File: config.mk
export PLATFORM = sky130hd
export DESIGN_NAME = osc_source_message_parser_unit
export DESIGN_NICKNAME = d
export VERILOG_FILES = /design/src/rtl/osc_smp_pkg.sv /design/src/rtl/osc_smp_core.sv /design/src/rtl/osc_smp_queue.sv /design/src/rtl/osc_source_message_parser_unit.sv
export SDC_FILE = /design/constraint.sdc
export NUM_CORES = 1
export LEC_CHECK = 0
export CAP_MARGIN = 20
export CORE_ASPECT_RATIO = 1.5
export CORE_MARGIN = 2
export CORE_UTILIZATION = 50
export DETAILED_ROUTE_END_ITERATION = 10
export DONT_BUFFER_PORTS = 1
export GPL_TIMING_DRIVEN = 0
export PLACE_DENSITY = 0.73
export RECOVER_POWER = 50
export SYNTH_ARGS = -nofsm -noshare
export SYNTH_HDL_FRONTEND = slang
export SYNTH_SLANG_ARGS = --single-unit
File: constraint.sdc
create_clock -name clock -period 6.41 [get_ports clock]
set_input_delay 1.6025 -clock clock [delete_from_list [all_inputs] [get_ports clock]]
set_output_delay 1.6025 -clock clock [all_outputs]
set_load 0.01 [all_outputs]
File: src/rtl/osc_smp_pkg.sv
// shared types, codes and constants of the osc message parser
// no dependencies
package osc_smp_pkg;

   localparam int MAX_ADDRESS_BYTES  = 16;
   localparam int RESULT_QUEUE_DEPTH = 4;
   localparam int TAG_LENGTH         = 9;

   // register indexes
   localparam logic [1:0] CSR_ADDRESS_LOW  = 2'd0;
   localparam logic [1:0] CSR_ADDRESS_HIGH = 2'd1;
   localparam logic [1:0] CSR_ADDRESS_LEN  = 2'd2;

   // result kinds
   localparam logic [3:0] KIND_ID          = 4'd0;
   localparam logic [3:0] KIND_CHAR        = 4'd1;
   localparam logic [3:0] KIND_FIRST_FLOAT = 4'd2;
   localparam logic [3:0] KIND_PORT        = 4'd8;
   localparam logic [3:0] KIND_OK          = 4'd9;
   localparam logic [3:0] KIND_ERROR       = 4'd10;

   // error codes
   localparam logic [31:0] ERR_ADDRESS   = 32'd0;
   localparam logic [31:0] ERR_TYPETAG   = 32'd1;
   localparam logic [31:0] ERR_TRUNCATED = 32'd2;

   localparam logic [2:0] FLOAT_COUNT = 3'd6;

   typedef enum logic [8:0] {
      PH_ADDR     = 9'b000000001,
      PH_ADDR_PAD = 9'b000000010,
      PH_TAG      = 9'b000000100,
      PH_TAG_PAD  = 9'b000001000,
      PH_ID       = 9'b000010000,
      PH_NAME     = 9'b000100000,
      PH_NAME_PAD = 9'b001000000,
      PH_FLOATS   = 9'b010000000,
      PH_PORT     = 9'b100000000
   } phase_type;

   typedef struct packed {
      logic [3:0]  kind;
      logic [31:0] value;
      logic        closing;
   } result_type;

   typedef struct packed {
      logic [1:0] count;
      result_type first;
      result_type second;
   } push_type;

   // expected type tag ",isffffffi"
   function automatic logic [7:0] tag_char(input logic [3:0] idx);
      logic [7:0] ch;
      case (idx)
         4'd0:    ch = 8'h2c;
         4'd1:    ch = 8'h69;
         4'd2:    ch = 8'h73;
         4'd9:    ch = 8'h69;
         default: ch = 8'h66;
      endcase
      return ch;
   endfunction

   function automatic result_type make_close(input logic [3:0] kind,
                                             input logic [31:0] value);
      result_type r;
      r.kind    = kind;
      r.value   = value;
      r.closing = 1'b1;
      return r;
   endfunction

endpackage

File: src/rtl/osc_smp_core.sv
// per-byte parse state and result generation of the osc message parser
// depends on osc_smp_pkg
module osc_smp_core (
   input  logic                   clock,
   input  logic                   reset,
   input  logic                   accept,
   input  logic [7:0]             packet_byte,
   input  logic                   end_of_packet,
   input  logic [63:0]            address_low,
   input  logic [63:0]            address_high,
   input  logic [4:0]             address_length,
   output osc_smp_pkg::push_type  push
);

   osc_smp_pkg::phase_type phase_ff, phase_in;
   logic [1:0]  offset_ff, offset_in;
   logic [4:0]  index_ff, index_in;
   logic [31:0] shift_ff, shift_in;
   logic [2:0]  floats_ff, floats_in;
   logic        reply_ff, reply_in;
   logic        closed_ff, closed_in;

   logic                   field_v, close_v;
   osc_smp_pkg::result_type field_r, close_r;
   logic [1:0]  offset_next;
   logic [2:0]  floats_next;
   logic [127:0] address_all;
   logic [7:0]  expected;

   assign address_all = {address_high, address_low};
   assign expected    = address_all[{index_ff[3:0], 3'b000} +: 8];

   always_comb begin
      phase_in    = phase_ff;
      offset_in   = offset_ff;
      index_in    = index_ff;
      shift_in    = shift_ff;
      floats_in   = floats_ff;
      reply_in    = reply_ff;
      closed_in   = closed_ff;
      field_v     = 1'b0;
      close_v     = 1'b0;
      field_r     = '0;
      close_r     = '0;
      offset_next = offset_ff + 2'd1;
      floats_next = floats_ff + 3'd1;

      if (!closed_ff) begin
         offset_in = offset_next;
         unique case (phase_ff)
            osc_smp_pkg::PH_ADDR: begin
               if (packet_byte == 8'd0) begin
                  if (index_ff == address_length) begin
                     index_in = '0;
                     phase_in = (offset_next != 2'd0) ? osc_smp_pkg::PH_ADDR_PAD
                                                     : osc_smp_pkg::PH_TAG;
                  end else begin
                     close_v = 1'b1;
                     close_r = osc_smp_pkg::make_close(osc_smp_pkg::KIND_ERROR,
                                                       osc_smp_pkg::ERR_ADDRESS);
                  end
               end else if (index_ff < address_length &&
                            index_ff < 5'(osc_smp_pkg::MAX_ADDRESS_BYTES) &&
                            packet_byte == expected) begin
                  index_in = index_ff + 5'd1;
               end else begin
                  close_v = 1'b1;
                  close_r = osc_smp_pkg::make_close(osc_smp_pkg::KIND_ERROR,
                                                    osc_smp_pkg::ERR_ADDRESS);
               end
            end
            osc_smp_pkg::PH_ADDR_PAD: begin
               if (offset_next == 2'd0) phase_in = osc_smp_pkg::PH_TAG;
            end
            osc_smp_pkg::PH_TAG: begin
               if (index_ff < 5'(osc_smp_pkg::TAG_LENGTH)) begin
                  if (packet_byte == osc_smp_pkg::tag_char(index_ff[3:0])) begin
                     index_in = index_ff + 5'd1;
                  end else begin
                     close_v = 1'b1;
                     close_r = osc_smp_pkg::make_close(osc_smp_pkg::KIND_ERROR,
                                                       osc_smp_pkg::ERR_TYPETAG);
                  end
               end else if (index_ff == 5'(osc_smp_pkg::TAG_LENGTH) &&
                            packet_byte == osc_smp_pkg::tag_char(index_ff[3:0])) begin
                  reply_in = 1'b1;
                  index_in = index_ff + 5'd1;
               end else if (packet_byte == 8'd0) begin
                  index_in = '0;
                  phase_in = (offset_next != 2'd0) ? osc_smp_pkg::PH_TAG_PAD
                                                  : osc_smp_pkg::PH_ID;
               end else begin
                  close_v = 1'b1;
                  close_r = osc_smp_pkg::make_close(osc_smp_pkg::KIND_ERROR,
                                                    osc_smp_pkg::ERR_TYPETAG);
               end
            end
            osc_smp_pkg::PH_TAG_PAD: begin
               if (offset_next == 2'd0) phase_in = osc_smp_pkg::PH_ID;
            end
            osc_smp_pkg::PH_ID: begin
               shift_in = {shift_ff[23:0], packet_byte};
               if (offset_next == 2'd0) begin
                  field_v  = 1'b1;
                  field_r  = '{kind: osc_smp_pkg::KIND_ID, value: shift_in, closing: 1'b0};
                  phase_in = osc_smp_pkg::PH_NAME;
               end
            end
            osc_smp_pkg::PH_NAME: begin
               if (packet_byte == 8'd0) begin
                  phase_in = (offset_next != 2'd0) ? osc_smp_pkg::PH_NAME_PAD
                                                  : osc_smp_pkg::PH_FLOATS;
               end else begin
                  field_v = 1'b1;
                  field_r = '{kind: osc_smp_pkg::KIND_CHAR, value: 32'(packet_byte),
                              closing: 1'b0};
               end
            end
            osc_smp_pkg::PH_NAME_PAD: begin
               if (offset_next == 2'd0) phase_in = osc_smp_pkg::PH_FLOATS;
            end
            osc_smp_pkg::PH_FLOATS: begin
               shift_in = {shift_ff[23:0], packet_byte};
               if (offset_next == 2'd0) begin
                  field_v   = 1'b1;
                  field_r   = '{kind: osc_smp_pkg::KIND_FIRST_FLOAT + 4'(floats_ff),
                                value: shift_in, closing: 1'b0};
                  floats_in = floats_next;
                  if (floats_next >= osc_smp_pkg::FLOAT_COUNT) begin
                     if (reply_ff) begin
                        phase_in = osc_smp_pkg::PH_PORT;
                     end else begin
                        close_v = 1'b1;
                        close_r = osc_smp_pkg::make_close(osc_smp_pkg::KIND_OK, '0);
                     end
                  end
               end
            end
            osc_smp_pkg::PH_PORT: begin
               shift_in = {shift_ff[23:0], packet_byte};
               if (offset_next == 2'd0) begin
                  field_v = 1'b1;
                  field_r = '{kind: osc_smp_pkg::KIND_PORT, value: shift_in, closing: 1'b0};
                  close_v = 1'b1;
                  close_r = osc_smp_pkg::make_close(osc_smp_pkg::KIND_OK, '0);
               end
            end
            default: begin
               closed_in = 1'b1;
            end
         endcase

         if (close_v) closed_in = 1'b1;
         // packet ended before the last argument
         if (end_of_packet && !closed_in) begin
            close_v   = 1'b1;
            close_r   = osc_smp_pkg::make_close(osc_smp_pkg::KIND_ERROR,
                                                osc_smp_pkg::ERR_TRUNCATED);
            closed_in = 1'b1;
         end
      end

      if (end_of_packet) begin
         phase_in  = osc_smp_pkg::PH_ADDR;
         offset_in = '0;
         index_in  = '0;
         floats_in = '0;
         reply_in  = 1'b0;
         closed_in = 1'b0;
      end
   end

   always_comb begin
      push.count  = {1'b0, field_v} + {1'b0, close_v};
      push.first  = field_v ? field_r : close_r;
      push.second = close_r;
   end

   always_ff @(posedge clock) begin
      if (reset) begin
         phase_ff  <= osc_smp_pkg::PH_ADDR;
         offset_ff <= '0;
         index_ff  <= '0;
         floats_ff <= '0;
         reply_ff  <= 1'b0;
         closed_ff <= 1'b0;
      end else if (accept) begin
         phase_ff  <= phase_in;
         offset_ff <= offset_in;
         index_ff  <= index_in;
         floats_ff <= floats_in;
         reply_ff  <= reply_in;
         closed_ff <= closed_in;
      end
   end

   // word assembly, every word is fully refilled before use
   always_ff @(posedge clock) begin
      if (accept) shift_ff <= shift_in;
   end

endmodule

File: src/rtl/osc_smp_queue.sv
// result queue of the osc message parser, takes up to two results a cycle
// depends on osc_smp_pkg
module osc_smp_queue #(
   parameter int DEPTH = osc_smp_pkg::RESULT_QUEUE_DEPTH
) (
   input  logic                    clock,
   input  logic                    reset,
   input  logic                    push_en,
   input  osc_smp_pkg::push_type   push,
   input  logic                    pop,
   output logic                    has_room,
   output logic                    out_valid,
   output osc_smp_pkg::result_type out_result
);

   localparam int PTR_W = $clog2(DEPTH);
   localparam int CNT_W = $clog2(DEPTH + 1);

   osc_smp_pkg::result_type mem_ff [DEPTH];
   logic [PTR_W-1:0] wr_ff, wr_in, rd_ff, rd_in;
   logic [CNT_W-1:0] cnt_ff, cnt_in;
   logic [1:0]       n_push;

   assign n_push     = push_en ? push.count : 2'd0;
   assign wr_in      = wr_ff + PTR_W'(n_push);
   assign rd_in      = rd_ff + PTR_W'(pop);
   assign cnt_in     = cnt_ff + CNT_W'(n_push) - CNT_W'(pop);
   assign has_room   = cnt_ff <= CNT_W'(DEPTH - 2);
   assign out_valid  = cnt_ff != '0;
   assign out_result = mem_ff[rd_ff];

   always_ff @(posedge clock) begin
      if (reset) begin
         wr_ff  <= '0;
         rd_ff  <= '0;
         cnt_ff <= '0;
      end else begin
         wr_ff  <= wr_in;
         rd_ff  <= rd_in;
         cnt_ff <= cnt_in;
      end
   end

   always_ff @(posedge clock) begin
      if (n_push != 2'd0) mem_ff[wr_ff] <= push.first;
      if (n_push == 2'd2) mem_ff[wr_ff + PTR_W'(1)] <= push.second;
   end

endmodule

File: src/rtl/osc_source_message_parser_unit.sv
// osc message parser, top level
// holds the address registers, instantiates osc_smp_core and osc_smp_queue
//
// usage
//  - req_ channel: one message byte per transaction with an end-of-packet
//    flag; a new transaction may be taken every cycle while req_ready is high
//  - rsp_ channel: parsed fields in message order (id, name characters,
//    six float bit patterns, optional reply port), then one ok or error
//    transaction with rsp_final_result set
//  - csr_ channel: address register writes, always ready, index 0 and 1
//    the expected address bytes, index 2 the address length
//  - a result is registered in the result queue when its byte is taken and shows on rsp_ once it is at the head
//  - throughput: one byte per cycle while req_ready is high; a byte yields up to two results,
//    which leave the result queue one per cycle while rsp_ready is high
//  - req_ready drops when the result queue has fewer than two free
//    entries, so a stalled receiver backs up into the sender after the
//    queue depth is used up
//  - reset clears the parse state, the queue and the address registers
module osc_source_message_parser_unit #(
   parameter int RESULT_DEPTH = osc_smp_pkg::RESULT_QUEUE_DEPTH
) (
   input  logic        clock,
   input  logic        reset,
   // byte input
   input  logic        req_valid,
   output logic        req_ready,
   input  logic [7:0]  req_packet_byte,
   input  logic        req_end_of_packet,
   // results
   output logic        rsp_valid,
   input  logic        rsp_ready,
   output logic [3:0]  rsp_field_kind,
   output logic [31:0] rsp_field_value,
   output logic        rsp_final_result,
   // configuration
   input  logic        csr_valid,
   output logic        csr_ready,
   input  logic [1:0]  csr_index,
   input  logic [63:0] csr_data
);

   logic [63:0] addr_low_ff;
   logic [63:0] addr_high_ff;
   logic [4:0]  addr_len_ff;

   logic                    accept;
   logic                    room;
   osc_smp_pkg::push_type   push;
   osc_smp_pkg::result_type head;

   // registers take effect from the next byte
   assign csr_ready = 1'b1;

   always_ff @(posedge clock) begin
      if (reset) begin
         addr_low_ff  <= '0;
         addr_high_ff <= '0;
         addr_len_ff  <= '0;
      end else if (csr_valid) begin
         unique case (csr_index)
            osc_smp_pkg::CSR_ADDRESS_LOW:  addr_low_ff  <= csr_data;
            osc_smp_pkg::CSR_ADDRESS_HIGH: addr_high_ff <= csr_data;
            osc_smp_pkg::CSR_ADDRESS_LEN:  addr_len_ff  <= csr_data[4:0];
            default: ;  // unused index, write dropped
         endcase
      end
   end

   // byte taken while the queue can absorb the worst case of two results
   assign req_ready = room;
   assign accept    = req_valid & room;

   osc_smp_core u_core (
      .clock          (clock),
      .reset          (reset),
      .accept         (accept),
      .packet_byte    (req_packet_byte),
      .end_of_packet  (req_end_of_packet),
      .address_low    (addr_low_ff),
      .address_high   (addr_high_ff),
      .address_length (addr_len_ff),
      .push           (push)
   );

   osc_smp_queue #(
      .DEPTH (RESULT_DEPTH)
   ) u_queue (
      .clock      (clock),
      .reset      (reset),
      .push_en    (accept),
      .push       (push),
      .pop        (rsp_valid & rsp_ready),
      .has_room   (room),
      .out_valid  (rsp_valid),
      .out_result (head)
   );

   // head of queue drives the result ports directly
   assign rsp_field_kind   = head.kind;
   assign rsp_field_value  = head.value;
   assign rsp_final_result = head.closing;

endmodule

==> impl_metrics.toml <==
[worst_hold_path]
holdPathEnd = "addr_high_ff[13]"
hold_path.class = "reg2reg"
hold_path.startpoint = "addr_high_ff[13]"
hold-path-cell-count = 2

[synthesis]
yosys_most_used_dff = "dfxtp_1"
synth_edf_count = 48
yosysWarnings = 0
synth_fp_nets = 1569
syn_area_sq_um = 14700
ys_seq_area_share_pct = 48.5
synth_cell_types = 80
syn_inst = 1469
avgSynthCellArea_sq_um = 10.0
ys_ff_latch = 333
async_flop_share_pct = 0

[drt]
ant_nets = 0
drt_iter0_drc = 983
dr.pass1.iters = 5
wl_per_cell_um = 22.0
vias = 11896
post-route-drc-count = 0
wl_um = 42500
via_per_inst = 6.16

[die]
die_x_um = 144
io_pins = 120
fp.dieH_um = 214
die_area_sq_um = 30900
fp-row-count = 77
core_area_sq_um = 29300
start_util_pct = 50.4

[cts]
post-cts-setup-buffer-count = 0
cts-root-buf = "clkbuf_16"
cts_hold_buf = 0
numCtsBuffers = 34
cts_resized = 0
path_clk_slew_ps = 60
h-tree-depth = 2
ctsLongestPathBuffers = 3
cts_tree = "built"
cts_sinks = 333
clk_latency_ps = 540

[critical_path]
startpoint_type = "flop"
reg2reg_depth = 17
reg2reg_slack_ps = 510
endpoint_kind = "flop"
critPathSlowestCell = "nor2_1"
r2r-start = "u_core.index_ff[0]"
r2r_end = "u_queue.mem_ff[1][2]"
crit_chain = "buf_2, clkinv_1, ha_1, a21oi_1, mux2_2, nor4_1, a41o_1, buf_2, nand3_1, o21ai_1, a31oi_1, ha_1, o21ai_1, nor2_1, nor2_1, clkbuf_2, inv_1"
cp_max_fo = 10
cpPeakStageDelay_ps = 570
cp.required_ps = 6610
crit_type = "reg2reg"
cp.arrival_ps = 6100

[timing]
setup_violations = 0
fin_ws_ps = 513
max_freq_mhz = 170
maxSlewHeadroom_pct = 3.05
layout_min_cycle_time_ps = 5900
tightest_slew_ps = 1440
skew_ps = 18.2
post-route-period-util_pct = 92.0
finalHoldViolCount = 0
holdWs_ps = 457
drv_slew = 0
rsz0062_at_grt = "true"

[layout]
syn2layout_area_growth_pct = 10.9
layout.nets = 1608
nFillCells = 2647
design_area_sq_um = 16400
layout-drive-gt1-share_pct = 9.78
final_util_pct = 55.8

[outcome]
status = "completed"

[place]
gp_congestion = 0.946
port_buffers = 0
placed_cell_area_sq_um = 15300
hpwl_um = 31000
pre_cts_slack_ps = 56.9

[grt]
grt_max_degree = 16
gr-total-overflow = 0
grt_pass1_wl_um = 66100
antenna_found_initial = 2
grt_pass1_vias = 12152
gr-usage-all-layers_pct = 27.5

[pwr]
ir_worst_vdd_uv = 207
powerDensity_nw_per_um2 = 299
power_w = 0.00490
leakagePower_nw = 5.46

[run]
maxCapViolations = 0
==> registers in the layout (all words and copies together), names as in the netlist <==
register	count
addr_high_ff	64
u_queue.cnt_ff	3
addr_len_ff	5
u_queue.mem_ff	148
u_core.closed_ff	1
u_core.index_ff	5
u_core.offset_ff	2
addr_low_ff	64
u_core.floats_ff	3
u_queue.wr_ff	2
u_core.reply_ff	1
u_queue.rd_ff	2
u_core.shift_ff	24
u_core.phase_ff	9
==> synth_stat cells (all sizes together), types with 6 or more instances <==
master  number  area (sq um)
a21oi      163           816
a221oi       8          82.6
a22o         9          78.8
a22oi        6          45.0
a32o       120          1200
buf         29           205
clkbuf      95           357
dfxtp      285          5710
edfxtp      48          1440
ha          19           238
inv         25          93.8
mux2         9           101
mux2i       53           531
mux4        50          1130
nand2      300          1130
nand2b       6          37.5
nand3       19          95.1
nand3b       6          45.0
nand4        6          37.5
nor2        47           179
nor2b       12          77.6
nor3        16          85.1
nor4         9          56.3
o21ai       31           159
o22ai       10          62.6
or2          6          37.5
or3          8          50.1
xnor2       16           140
xor2         7          61.3
==> layer usage <==
metal / GRT usage (%) / vias to the layer above / share of wire, %
met5: 0 / - / 0.035
met4: 15.7 / 2 / 6.3
met3: 4.98 / 163 / 6.0
met2: 49.7 / 453 / 52
met1: 29.6 / 5788 / 36
li1: - / 5490 / -
==> cells in the final DEF, fill, tap and decap left out, types with 7 or more instances in the layout <==
cell       count
clkbuf_16     34
mux4_2        49
nor2b_1       11
a22o_1         9
nor2_1        44
nand2_1      299
o21ai_0       25
nand3_1       19
nor4_1         8
o22ai_1       10
inv_1         25
dfxtp_1      285
a21oi_1      163
xnor2_1       16
buf_2          9
ha_1          19
xor2_1         7
mux2i_1       53
buf_1         10
mux2_2         8
nor3_1        16
or3_1          8
clkinv_2       7
edfxtp_1      48
a32o_1       120
clkbuf_1     106
==> through the flow <==
stage | cells | setup TNS (ps)
after CTS | 1929 | 0
after global routing | 1930 | -46.4
after detailed placement | 1867 | 0
after floorplan | 1469 | 0
after global placement | 1864 | -1150
final | 1930 | 0
==> cell families (layout without fill, tap and decap cells) <==
family          count (synthesis)  in the layout  share of synthesized area [%]
buf+inv                       150            215                           4.47
fa+ha+maj                      20             20                           1.75
flops                         333            333                           48.5
xor+xnor                       23             23                           1.37
other cells                     1              2                         0.0254
simple gates                  456            456                           13.5
mux                           112            112                           11.9
compound gates                374            374                           18.5
==> final cells by class <==
class,instances,area [sq um],share of cell area (%)
inverters,26,97.6,0.597
diodes,1,2.50,0.0153
clock inverters,13,138,0.842
flip-flops and latches,333,7150,43.7
plain buffers,124,566,3.46
multi-input cells,986,6950,42.5
clock buffers,49,947,5.79
repair buffers,3,12.5,0.0765
well taps,395,494,3.02
==> how the worst max path moves through the flow <==
stage | startpoint | endpoint | cells past startpoint
CTS | u_core.index_ff[0] | u_queue.mem_ff[0][2] | 18
detailed placement | req_packet_byte[7] | u_queue.mem_ff[0][33] | 16
global placement | req_packet_byte[0] | u_queue.mem_ff[0][34] | 15
global route | u_core.index_ff[0] | u_queue.mem_ff[1][2] | 17
finish | u_core.index_ff[0] | u_queue.mem_ff[1][2] | 17
floorplan | req_packet_byte[5] | u_queue.mem_ff[0][0] | 15
==> critical path, delay by kind of cell, from the launching register on <==
| family | cells | cell delay [ps] |
|---|---|---|
| buffers and inverters | 5 | 1500 |
| and+or+nand+nor | 4 | 1320 |
| AOI/OAI and AO/OA | 5 | 1120 |
| adders and majority gates | 2 | 830 |
| DFF | 1 | 420 |
| muxes | 1 | 360 |
==> report_power, final <==
group / switching (W) / total, W / internal (W)
registers: 0.0000367 / 0.00222 / 0.00218
clock network: 0.000853 / 0.00197 / 0.00112
logic: 0.000466 / 0.000705 / 0.000239
total: 0.00136 / 0.00490 / 0.00354
Power figures use the tool's default switching activity.
